<file path="src/rtl/header_length_checksum_deframer_macros.svh">
// Assertion macros shared by the deframer RTL
`ifndef HEADER_LENGTH_CHECKSUM_DEFRAMER_MACROS_SVH
`define HEADER_LENGTH_CHECKSUM_DEFRAMER_MACROS_SVH

`ifndef SYNTHESIS

// Same-cycle implication, sampled on clk, off during reset
`define HLCD_ASSERT_IMP(lbl, pre, post, msg) \
    lbl: assert property (@(posedge clk) disable iff (!rst_n) (pre) |-> (post)) \
        else $error(msg);

// Next-cycle implication, sampled on clk, off during reset
`define HLCD_ASSERT_NXT(lbl, pre, post, msg) \
    lbl: assert property (@(posedge clk) disable iff (!rst_n) (pre) |=> (post)) \
        else $error(msg);

`else

`define HLCD_ASSERT_IMP(lbl, pre, post, msg)
`define HLCD_ASSERT_NXT(lbl, pre, post, msg)

`endif

`endif

</file>
<file path="src/rtl/hlcd_pkg.sv">
// Shared types, constants and helpers for the deframer
`timescale 1ns / 1ps

package hlcd_pkg;

    localparam int FIXED_BYTES = 7;
    localparam logic [15:0] SYNC_RESET = 16'hAABB;
    localparam logic [16:0] MAX_RESET = 17'd1023;

    // Result queue, depth must be a power of two
    localparam int QDEPTH = 4;
    localparam int QPTR_W = $clog2(QDEPTH);
    localparam int QCNT_W = $clog2(QDEPTH + 1);

    localparam int PADDR_W = 4;

    typedef enum logic [1:0] {
        REG_ENDIAN = 2'd0,
        REG_SYNC   = 2'd1,
        REG_MAX    = 2'd2
    } reg_idx_t;

    typedef enum logic [1:0] {
        ST_OK       = 2'd0,
        ST_CKSUM    = 2'd1,
        ST_OVERSIZE = 2'd2
    } status_t;

    typedef enum logic [3:0] {
        PH_HUNT = 4'b0001,
        PH_LEN0 = 4'b0010,
        PH_LEN1 = 4'b0100,
        PH_BODY = 4'b1000
    } phase_t;

    typedef struct packed {
        logic        big_endian;
        logic [15:0] sync_word;
        logic [16:0] max_frame_bytes;
    } cfg_t;

    typedef struct packed {
        logic [7:0] data;
        logic       first;
        logic       last;
        logic [1:0] status;
    } beat_t;

    // Up to two beats per accepted byte; wr1 only together with wr0
    typedef struct packed {
        logic  wr0;
        logic  wr1;
        beat_t b0;
        beat_t b1;
    } push_t;

    function automatic logic [15:0] join_pair(input logic big_endian,
                                              input logic [7:0] earlier,
                                              input logic [7:0] later);
        logic [15:0] word;
        if (big_endian)
        begin
            word = {earlier, later};
        end
        else
        begin
            word = {later, earlier};
        end
        return word;
    endfunction

endpackage

</file>
<file path="src/rtl/header_length_checksum_deframer.sv">
// Deframer top level: config registers, front end and result queue
// An accepted byte's beat is written to the result queue at the edge that accepts it.
// Throughput: one byte per cycle in and one beat per cycle out, each unless stalled;
// a sync match yields two beats from one byte, and the four-beat result queue absorbs
// the extra beat. in_stall rises while the queue holds more than two beats.
// Reset: asynchronous, active low; clears the parser and the queue, config to defaults.
`timescale 1ns / 1ps

module header_length_checksum_deframer
    import hlcd_pkg::*;
(
    input  logic               clk,
    input  logic               rst_n,
    input  logic               psel,
    input  logic               penable,
    input  logic               pwrite,
    input  logic [PADDR_W-1:0] paddr,
    input  logic [31:0]        pwdata,
    output logic [31:0]        prdata,
    output logic               pready,
    input  logic               in_valid,
    output logic               in_stall,
    input  logic [7:0]         in_byte,
    output logic               out_valid,
    input  logic               out_stall,
    output logic [7:0]         out_byte,
    output logic               first,
    output logic               last,
    output logic [1:0]         status
);

    cfg_t     cfg_reg;
    reg_idx_t reg_idx;
    logic     wr_en;
    logic     accept;
    logic     full2;
    push_t    push;
    beat_t    head;

    assign pready  = 1'b1;
    assign reg_idx = reg_idx_t'(paddr[3:2]);
    assign wr_en   = psel && penable && pwrite && pready;

    always_ff @(posedge clk or negedge rst_n)
    begin
        if (!rst_n)
        begin
            cfg_reg.big_endian      <= 1'b0;
            cfg_reg.sync_word       <= SYNC_RESET;
            cfg_reg.max_frame_bytes <= MAX_RESET;
        end
        else if (wr_en)
        begin
            case (reg_idx)
                REG_ENDIAN: cfg_reg.big_endian      <= pwdata[0];
                REG_SYNC:   cfg_reg.sync_word       <= pwdata[15:0];
                REG_MAX:    cfg_reg.max_frame_bytes <= pwdata[16:0];
                default:    ;
            endcase
        end
    end

    always_comb
    begin
        case (reg_idx)
            REG_ENDIAN: prdata = {31'd0, cfg_reg.big_endian};
            REG_SYNC:   prdata = {16'd0, cfg_reg.sync_word};
            REG_MAX:    prdata = {15'd0, cfg_reg.max_frame_bytes};
            default:    prdata = '0;
        endcase
    end

    assign in_stall = full2;
    assign accept   = in_valid && !in_stall;

    hlcd_front u_front (
        .clk     (clk),
        .rst_n   (rst_n),
        .accept  (accept),
        .in_byte (in_byte),
        .cfg     (cfg_reg),
        .push    (push)
    );

    hlcd_queue u_queue (
        .clk        (clk),
        .rst_n      (rst_n),
        .push       (push),
        .pop        (out_valid && !out_stall),
        .full2      (full2),
        .head_valid (out_valid),
        .head       (head)
    );

    assign out_byte = head.data;
    assign first    = head.first;
    assign last     = head.last;
    assign status   = head.status;

endmodule

</file>
<file path="src/rtl/hlcd_front.sv">
// Front end: sync hunt, length decode, checksum and beat classification
`timescale 1ns / 1ps
`include "header_length_checksum_deframer_macros.svh"

module hlcd_front
    import hlcd_pkg::*;
(
    input  logic       clk,
    input  logic       rst_n,
    input  logic       accept,
    input  logic [7:0] in_byte,
    input  cfg_t       cfg,
    output push_t      push
);

    phase_t      phase_reg, phase_next;
    logic [7:0]  prev_reg, prev_next;
    logic        have_prev_reg, have_prev_next;
    logic [7:0]  len_first_reg, len_first_next;
    logic [16:0] remain_reg, remain_next;
    logic [7:0]  sum_reg, sum_next;

    logic [15:0] pair_word;
    logic [16:0] total;

    assign pair_word = (phase_reg == PH_HUNT)
                     ? join_pair(cfg.big_endian, prev_reg, in_byte)
                     : join_pair(cfg.big_endian, len_first_reg, in_byte);
    assign total = {1'b0, pair_word} + 17'(FIXED_BYTES);

    always_comb
    begin
        phase_next     = phase_reg;
        prev_next      = prev_reg;
        have_prev_next = have_prev_reg;
        len_first_next = len_first_reg;
        remain_next    = remain_reg;
        sum_next       = sum_reg;
        push           = '0;
        push.b0.data   = in_byte;
        push.b1.data   = in_byte;

        if (accept)
        begin
            case (phase_reg)
                PH_HUNT:
                begin
                    if (have_prev_reg && (pair_word == cfg.sync_word))
                    begin
                        push.wr0          = 1'b1;
                        push.wr1          = 1'b1;
                        push.b0.data      = prev_reg;
                        push.b0.first     = 1'b1;
                        sum_next          = prev_reg + in_byte;
                        have_prev_next    = 1'b0;
                        phase_next        = PH_LEN0;
                    end
                    else
                    begin
                        prev_next      = in_byte;
                        have_prev_next = 1'b1;
                    end
                end
                PH_LEN0:
                begin
                    push.wr0       = 1'b1;
                    len_first_next = in_byte;
                    sum_next       = sum_reg + in_byte;
                    phase_next     = PH_LEN1;
                end
                PH_LEN1:
                begin
                    push.wr0 = 1'b1;
                    if (total > cfg.max_frame_bytes)
                    begin
                        // drop the frame, flag on this byte
                        push.b0.last   = 1'b1;
                        push.b0.status = ST_OVERSIZE;
                        phase_next     = PH_HUNT;
                        have_prev_next = 1'b0;
                        prev_next      = '0;
                        sum_next       = '0;
                        remain_next    = '0;
                    end
                    else
                    begin
                        sum_next    = sum_reg + in_byte;
                        remain_next = total - 17'd4;
                        phase_next  = PH_BODY;
                    end
                end
                PH_BODY:
                begin
                    push.wr0 = 1'b1;
                    if (remain_reg <= 17'd1)
                    begin
                        push.b0.last   = 1'b1;
                        push.b0.status = (in_byte == sum_reg) ? ST_OK : ST_CKSUM;
                        phase_next     = PH_HUNT;
                        have_prev_next = 1'b0;
                        prev_next      = '0;
                        sum_next       = '0;
                        remain_next    = '0;
                    end
                    else
                    begin
                        sum_next    = sum_reg + in_byte;
                        remain_next = remain_reg - 17'd1;
                    end
                end
                default:
                begin
                    phase_next     = PH_HUNT;
                    have_prev_next = 1'b0;
                    prev_next      = '0;
                    sum_next       = '0;
                    remain_next    = '0;
                end
            endcase
        end
    end

    always_ff @(posedge clk or negedge rst_n)
    begin
        if (!rst_n)
        begin
            phase_reg     <= PH_HUNT;
            prev_reg      <= '0;
            have_prev_reg <= 1'b0;
            len_first_reg <= '0;
            remain_reg    <= '0;
            sum_reg       <= '0;
        end
        else
        begin
            phase_reg     <= phase_next;
            prev_reg      <= prev_next;
            have_prev_reg <= have_prev_next;
            len_first_reg <= len_first_next;
            remain_reg    <= remain_next;
            sum_reg       <= sum_next;
        end
    end

    `HLCD_ASSERT_IMP(a_pair_only_on_sync, push.wr1, (phase_reg == PH_HUNT) && push.b0.first, "two-beat push outside sync match")
    `HLCD_ASSERT_IMP(a_one_beat_in_frame, accept && (phase_reg != PH_HUNT), push.wr0 && !push.wr1, "frame byte did not push exactly one beat")
    `HLCD_ASSERT_NXT(a_last_rehunts, accept && push.wr0 && push.b0.last, (phase_reg == PH_HUNT) && !have_prev_reg, "hunt not restarted after frame end")

endmodule

</file>
<file path="src/rtl/hlcd_queue.sv">
// Back end: small result queue, two writes and one read per cycle
`timescale 1ns / 1ps
`include "header_length_checksum_deframer_macros.svh"

module hlcd_queue
    import hlcd_pkg::*;
(
    input  logic  clk,
    input  logic  rst_n,
    input  push_t push,
    input  logic  pop,
    output logic  full2,
    output logic  head_valid,
    output beat_t head
);

    beat_t              mem_reg [QDEPTH];
    logic [QPTR_W-1:0]  wr_ptr_reg, wr_ptr_next;
    logic [QPTR_W-1:0]  rd_ptr_reg, rd_ptr_next;
    logic [QCNT_W-1:0]  cnt_reg, cnt_next;
    logic [QPTR_W-1:0]  wr_ptr_plus1;

    assign wr_ptr_plus1 = wr_ptr_reg + QPTR_W'(1);
    assign head_valid   = (cnt_reg != '0);
    assign head         = mem_reg[rd_ptr_reg];
    // hold off input unless two free slots remain
    assign full2        = (cnt_reg > QCNT_W'(QDEPTH - 2));

    always_comb
    begin
        wr_ptr_next = wr_ptr_reg + QPTR_W'(push.wr0) + QPTR_W'(push.wr1);
        rd_ptr_next = rd_ptr_reg + QPTR_W'(pop);
        cnt_next    = cnt_reg + QCNT_W'(push.wr0) + QCNT_W'(push.wr1) - QCNT_W'(pop);
    end

    always_ff @(posedge clk)
    begin
        if (push.wr0)
        begin
            mem_reg[wr_ptr_reg] <= push.b0;
        end
        if (push.wr1)
        begin
            mem_reg[wr_ptr_plus1] <= push.b1;
        end
    end

    always_ff @(posedge clk or negedge rst_n)
    begin
        if (!rst_n)
        begin
            wr_ptr_reg <= '0;
            rd_ptr_reg <= '0;
            cnt_reg    <= '0;
        end
        else
        begin
            wr_ptr_reg <= wr_ptr_next;
            rd_ptr_reg <= rd_ptr_next;
            cnt_reg    <= cnt_next;
        end
    end

    `HLCD_ASSERT_IMP(a_no_overflow, push.wr0, !full2, "beat pushed while queue lacks room")
    `HLCD_ASSERT_IMP(a_no_underflow, pop, head_valid, "pop from empty queue")

endmodule
</file>
<file path="config.mk">
export PLATFORM = sky130hd
export DESIGN_NAME = header_length_checksum_deframer
export DESIGN_NICKNAME = d
export VERILOG_FILES = /design/src/rtl/hlcd_pkg.sv /design/src/rtl/header_length_checksum_deframer.sv /design/src/rtl/hlcd_front.sv /design/src/rtl/hlcd_queue.sv
export VERILOG_INCLUDE_DIRS = /design/src /design/src/rtl
export SDC_FILE = /design/constraint.sdc
export NUM_CORES = 1
export LEC_CHECK = 0
export BUFFER_PORTS_ARGS = -buffer_cell sky130_fd_sc_hd__buf_2
export CELL_PAD_IN_SITES_DETAIL_PLACEMENT = 0
export CELL_PAD_IN_SITES_GLOBAL_PLACEMENT = 1
export CORE_ASPECT_RATIO = 0.5
export CORE_MARGIN = 2
export CORE_UTILIZATION = 46
export DETAILED_ROUTE_END_ITERATION = 8
export GPL_ROUTABILITY_DRIVEN = 0
export PLACE_DENSITY = 0.81
export SLEW_MARGIN = 10
export SYNTH_ARGS = -nofsm -noshare
export SYNTH_HDL_FRONTEND = slang
export SYNTH_SLANG_ARGS = --single-unit
</file>
<file path="constraint.sdc">
create_clock -name clk -period 6.6 [get_ports clk]
set_input_delay 1.32 -clock clk [delete_from_list [all_inputs] [get_ports clk]]
set_output_delay 1.32 -clock clk [all_outputs]
set_load 0.02 [all_outputs]
</file>
### Word-level counts from Yosys, hierarchy flattened

Memories as Yosys holds them, arrays and structs flattened.
Cells that the tools add are included.

* output and inout port bits: 47
* latch bits: 0
* word-level logic and storage cells: 97
* register bits: 87
* memory bits (read-only): 0
* bits in writable memories: 48
* input port bits: 51
* memories: 1

Memory list
* u_queue.mem_reg: words 4, width 12, rd ports 1, clocked after memory_dff 0, wr ports 2, RTL line hlcd_queue.sv:17 `beat_t mem_reg [QDEPTH];`

* mux-type cells: 35
* $add $sub $neg: 12
* shift-type cells: 0
* $lt $le $gt $ge: 3
* eq/ne operators: 12
* div/mod/pow operators: 0
* multipliers: 0
* bitwise logic cells: 2
* reduce and logical (&&, ||, !) cells: 20

Operators with widths (number)
* $pmux W17 S3: 2
* $pmux W8 S4: 2
* $mux W16: 3
* $mux W8: 6
* $mux W17: 2
* $add A16 B3 Y17 const B: 1
* $gt A17 B17 Y1: 1
* $le A17 B1 Y1 const B: 1
* $sub A17 B1 Y17 const B: 1
* $sub A17 B3 Y17 const B: 1
* $add A8 B8 Y8: 2
* $eq A16 B16 Y1: 1
* $pmux W4 S4: 1
* $mux W14: 1
* $mux W4: 3
* $reduce_and A2 Y1: 6
* $mux W11: 1
* $mux W10: 1
* $eq A8 B8 Y1: 1
* $mux W1: 8
* $add A2 B1 Y2: 3
* $add A3 B1 Y3: 2
* $mux W3: 2
* $pmux W3 S2: 1
* other kinds (23): 31

### Longest topological paths before layout

* depth after elaboration: 10
* depth in mapped cells: 22
* depth with buffers taken out: 19

### Modules after synthesis

A second synthesis with hierarchy kept.

* cell total of the unflattened synthesis: 928
* area, all modules: 9678.0 µm²

Modules (own cells, without submodules)
* hlcd_front: cells an instance 659, seq. area each 1152.4 µm², area an instance 5202.5 µm², instances 1
* hlcd_queue: cells an instance 150, seq. area each 1616.6 µm², area an instance 2768.9 µm², instances 1
* header_length_checksum_deframer: cells an instance 119, seq. area each 875.8 µm², area an instance 1706.6 µm², instances 1

### Worst setup path after synthesis

No wires, ideal clock.

* path type: reg-to-reg
* start point: reg u_front.phase_reg[0]
* end point: reg u_front.prev_reg[0]
* path slack: 1.300 ns
* path buffers: 2
* stages on the path, launching flop included: 21
* period minus slack after synthesis: 5.300 ns
* required time: 6.533 ns
* arrival: 5.233 ns
* setup time: 0.067 ns
* cells stage by stage: dfstp_2 -> buf_4 -> or4b_1 -> buf_6 -> mux2_2 -> nor2_1 -> a21oi_1 -> inv_1 -> ha_1 -> a2111oi_0 -> xor2_1 -> inv_1 -> ha_1 -> nand4_1 -> or4_1 -> mux2i_1 -> a31o_2 -> nand2_1 -> a221oi_1 -> a211o_1 -> a22o_1

* word-level cells in the longest chain between the ends: 6
* elaborated cells on any way between the ends: 15
* classes of those cells: 1 x add/sub; 1 x order compare; 8 x eq/ne; 2 x mux; 1 x bitwise; 2 x reduce/logical

RTL lines
* from (decl): RTL line hlcd_front.sv:16 `phase_t phase_reg, phase_next;`
* from (signal assigned): RTL line hlcd_front.sv:136 `phase_reg <= phase_next;`
* $eq A4 B1 Y1: RTL line hlcd_front.sv:26, hlcd_front.sv:45
* $mux W16: RTL line hlcd_front.sv:27 `? join_pair(cfg.big_endian, prev_reg, in_byte)`
* $add A16 B3 Y17 / $eq A16 B16 Y1 (equally long branches): RTL line hlcd_front.sv:29, hlcd_front.sv:48
* $gt A17 B17 Y1 / $logic_and A1 B1 Y1 (equally long branches): RTL line hlcd_front.sv:74, hlcd_front.sv:48
* $ne A2 B1 Y1 (no source line) / $ne A2 B2 Y1 (equally long branches)
* $reduce_and A5 Y1 (no source line)
* to (signal assigned): RTL line hlcd_front.sv:137 `prev_reg <= prev_next;`
* to (decl): RTL line hlcd_front.sv:17 `logic [7:0] prev_reg, prev_next;`

Parallel ways exist; a longest one is shown, timed or not.
A chain may end at the register's enable or synchronous reset.

### Final worst setup path

* start point: reg u_front.phase_reg[0]
* end point: reg u_front.prev_reg[6]

Same word-level chain as after synthesis.

==> results.txt <==
Post-route ant nets: 0
Netlist cell types: 79
Crit end category: register
Fmax: 167 MHz
Slew @ Worst Pin: 0.902 ns
Post_cts resized: 0
Maximum VDD drop: 0.221 mV
Register area share after synthesis: 37.7%
Crit start category: register
Non-filler cells in the finished layout: 1309
Fin. max-slew vios: 0
Clock Skews: 0.0113 ns
Worst slew margin: 39.5%
Core area: 19600 sq um
Dominant cell type by area after synthesis: dfrtp_1
CTS root buffer: clkbuf_16
Share of layout cells above drive strength 1: 17.9%
# IOs: 98
Critical path buffers and inverters: 4
WP data arrival: 6.34 ns
Final Hold Fails: 0
Clock buffer count from CTS: 17
FILL cells: 1818
Vias/cell: 6.03
Die area: 21300 sq um
Cell family with most CP delay: compound AO/OA/AOI/OAI gates
Proportion of netlist area held by the largest area contributor: 17.9%
First-pass GRT wire length: 41400 um
Max stage delay cell, worst path: dfstp_2
Synth area leaders: dfrtp_1 18%, edfxtp_1 10%, dfstp_2 6.0%
CP cell instances: or4b_1, buf_4, mux2_2, nor2_1, a21oi_1, inv_1, ha_1, a2111oi_0, xor2_1, inv_1, ha_1, nand4_1, or4_1, mux2i_1, a31o_2, nand2_1, a221oi_1, buf_4, a211o_1, a22o_1
Setup tns final: 0 ns
Util after Layout: 52.5%
DRC violation count after routing: 0
Async S/R FF share, synth: 64.4%
Total GRT Usage: 25.3%
Rows: 36
Fin crit share: 90.5%
WS Path Type: register to register
Max reg flops: 48
Mean Syn Cell Area: 9.37 sq um
Post-CTS Hold Buffers: 0
Die Span Y: 104 um
Starting Density: 47.2%
Die X: 204 um
CTS tree: yes
Status: completed
Final net count: 1124
Antenna violations before repair: 0
Crit Path Max Fanout: 19
Largest net degree at the start of global routing: 48
# Max-Cap Violations: 0
Clk_lat worst skew: 0.44 ns
Peak per-stage delay on the critical path: 0.65 ns
WL final: 26100 um
Vias in the first global route: 7586
Wire length per cell: 19.9 um
Total gr overflow: 0
Post-synth EDFFs: 32
DR vias: 7888
Final period demand of the worst path: 5.97 ns
Cell Pwr Density: 360 nW/um^2
Hold Crit Class: register to register
Post-Syn Instances: 986
Overall power: 3700 uW
Ant diodes: 0
Clk buf depth: 2
Setup violators final: 0
Setup Fix Bufs, Post-CTS: 0
RSZ-0062 raised after global routing: no
Placed Instances: 1277
First-pass DRT Iterations: 6
Synth Flop Type: dfrtp_1
Input/output buffers: 64
Dpl hpwl: 18900 um
Area Growth Syn to Fin: 11.4%
Reg clk slew, reported paths: 0.06 ns
Drt initial violations: 633
Leakage: 0.00433 uW
CTS Sinks: 135
Synth warn: 0
Mapped Area: 9240 sq um
CTS H-tree depth: 4
Critical Path RT: 6.97 ns
Synth Register Bits: 135
## path summary, 6_finish.rpt
kind	from	endpoint	slack, ns	cells after the start
hold reg to reg	u_queue.mem_reg[1][2]	u_queue.mem_reg[1][2]	0.45	2
setup reg to reg	u_front.phase_reg[0]	u_front.prev_reg[6]	0.63	20
min in group asynchronous	rst_n	cfg_reg[25]	0.87	1
setup / recovery	u_front.phase_reg[0]	u_front.prev_reg[6]	0.63	20
hold / removal	u_queue.mem_reg[1][2]	u_queue.mem_reg[1][2]	0.45	2
max in group asynchronous	rst_n	u_queue.rd_ptr_reg[1]	4.69	2
## tightest hold or removal path, delay by kind of cell (launching register included)
kind,cells,cell delay [ns]
compound gates,1,0.05
simple gates,1,0.05
flops,1,0.32
## cell usage in the layout (no fill, tap or decap), types with 6 or more instances in the layout
cell type and n:
o31ai_1 7, and3_1 10, xor2_1 16, edfxtp_1 32, inv_1 51, nand3_1 21, nand4_1 9, a21o_1 14
mux4_2 12, o21ai_0 76, nor2b_1 16, nor4_1 9, a22o_1 45, dfrtp_1 66, mux2i_1 13, conb_1 16
a211oi_1 13, and2_1 7, ha_1 38, dfxtp_1 16, nor2_1 54, dfstp_2 21, a21oi_1 49, buf_2 63
nor3_1 23, mux2_2 26, a22oi_1 21, nand2b_1 6, xnor2_1 28, a211o_1 6, buf_4 17, nand2_1 100
o2bb2ai_1 15, clkbuf_16 17
## kinds of logic (layout without fill, tap and decap cells)
family / count (synthesis) / after routing / share of synthesized area (%)
compound gates: 293 / 293 / 21.5
xor+xnor: 44 / 44 / 4.17
fa+ha+maj: 43 / 43 / 6.23
buf+inv: 121 / 164 / 6.04
flops: 135 / 135 / 37.7
mux: 55 / 55 / 8.22
other cells: 2 / 16 / 0.0813
simple gates: 293 / 293 / 16.1
## per-stage QoR
step / worst slack, ns / cell area, sq um / hold WS, ns
2_1_floorplan: 1.30 / 9290 / 0.420
3_3_place_gp: 0.744 / 9720 / 0.434
3_5_place_dp: 0.696 / 9720 / 0.442
4_1_cts: 0.673 / 10300 / 0.454
5_1_grt: 0.307 / 10300 / 0.476
6_report: 0.628 / 10300 / 0.447
## final cells by class
cell class / instances / area [sq um] / share of cell area (%)
repair buffers: 80 / 443 / 4.30
clock inverters: 12 / 129 / 1.25
well taps: 266 / 333 / 3.23
flip-flops and latches: 135 / 3480 / 33.9
multi-input cells: 744 / 5270 / 51.2
inverters: 52 / 195 / 1.90
clock buffers: 20 / 437 / 4.24
## power by group
| group | leakage, uW | internal, uW | switching (uW) |
|---|---|---|---|
| Clock | 0.000262 | 554 | 381 |
| Combinational | 0.00257 | 657 | 935 |
| Sequential | 0.00151 | 977 | 199 |
## cells in the mapped netlist (6+ instances only)
| cell type | instances |
|---|---|
| a211o_1 | 6 |
| a211oi_1 | 13 |
| a21o_1 | 14 |
| a21oi_1 | 49 |
| a22o_1 | 45 |
| a22oi_1 | 21 |
| and2_1 | 7 |
| and3_1 | 10 |
| buf_4 | 17 |
| clkbuf_1 | 40 |
| dfrtp_1 | 66 |
| dfstp_2 | 21 |
| dfxtp_1 | 16 |
| edfxtp_1 | 32 |
| ha_1 | 38 |
| inv_1 | 51 |
| mux2_2 | 26 |
| mux2i_1 | 13 |
| mux4_2 | 12 |
| nand2_1 | 100 |
| nand2b_1 | 6 |
| nand3_1 | 21 |
| nand4_1 | 9 |
| nor2_1 | 54 |
| nor2b_1 | 17 |
| nor3_1 | 23 |
| nor3b_1 | 6 |
| nor4_1 | 10 |
| o21ai_0 | 76 |
| o2bb2ai_1 | 15 |
| o31ai_1 | 7 |
| xnor2_1 | 28 |
| xor2_1 | 16 |
## per-layer routing
| layer | global-route usage (%) | share of wire, % | up-vias | wire (um) |
|---|---|---|---|---|
| met5 | 0 | 0 | - | 0 |
| met4 | 7.87 | 1.7 | 0 | 443 |
| met3 | 5.92 | 6.4 | 36 | 1660 |
| met2 | 38.2 | 45 | 271 | 11700 |
| met1 | 35.8 | 47 | 3867 | 12300 |
| li1 | - | - | 3714 | - |
Power figures use the tool's default switching activity.
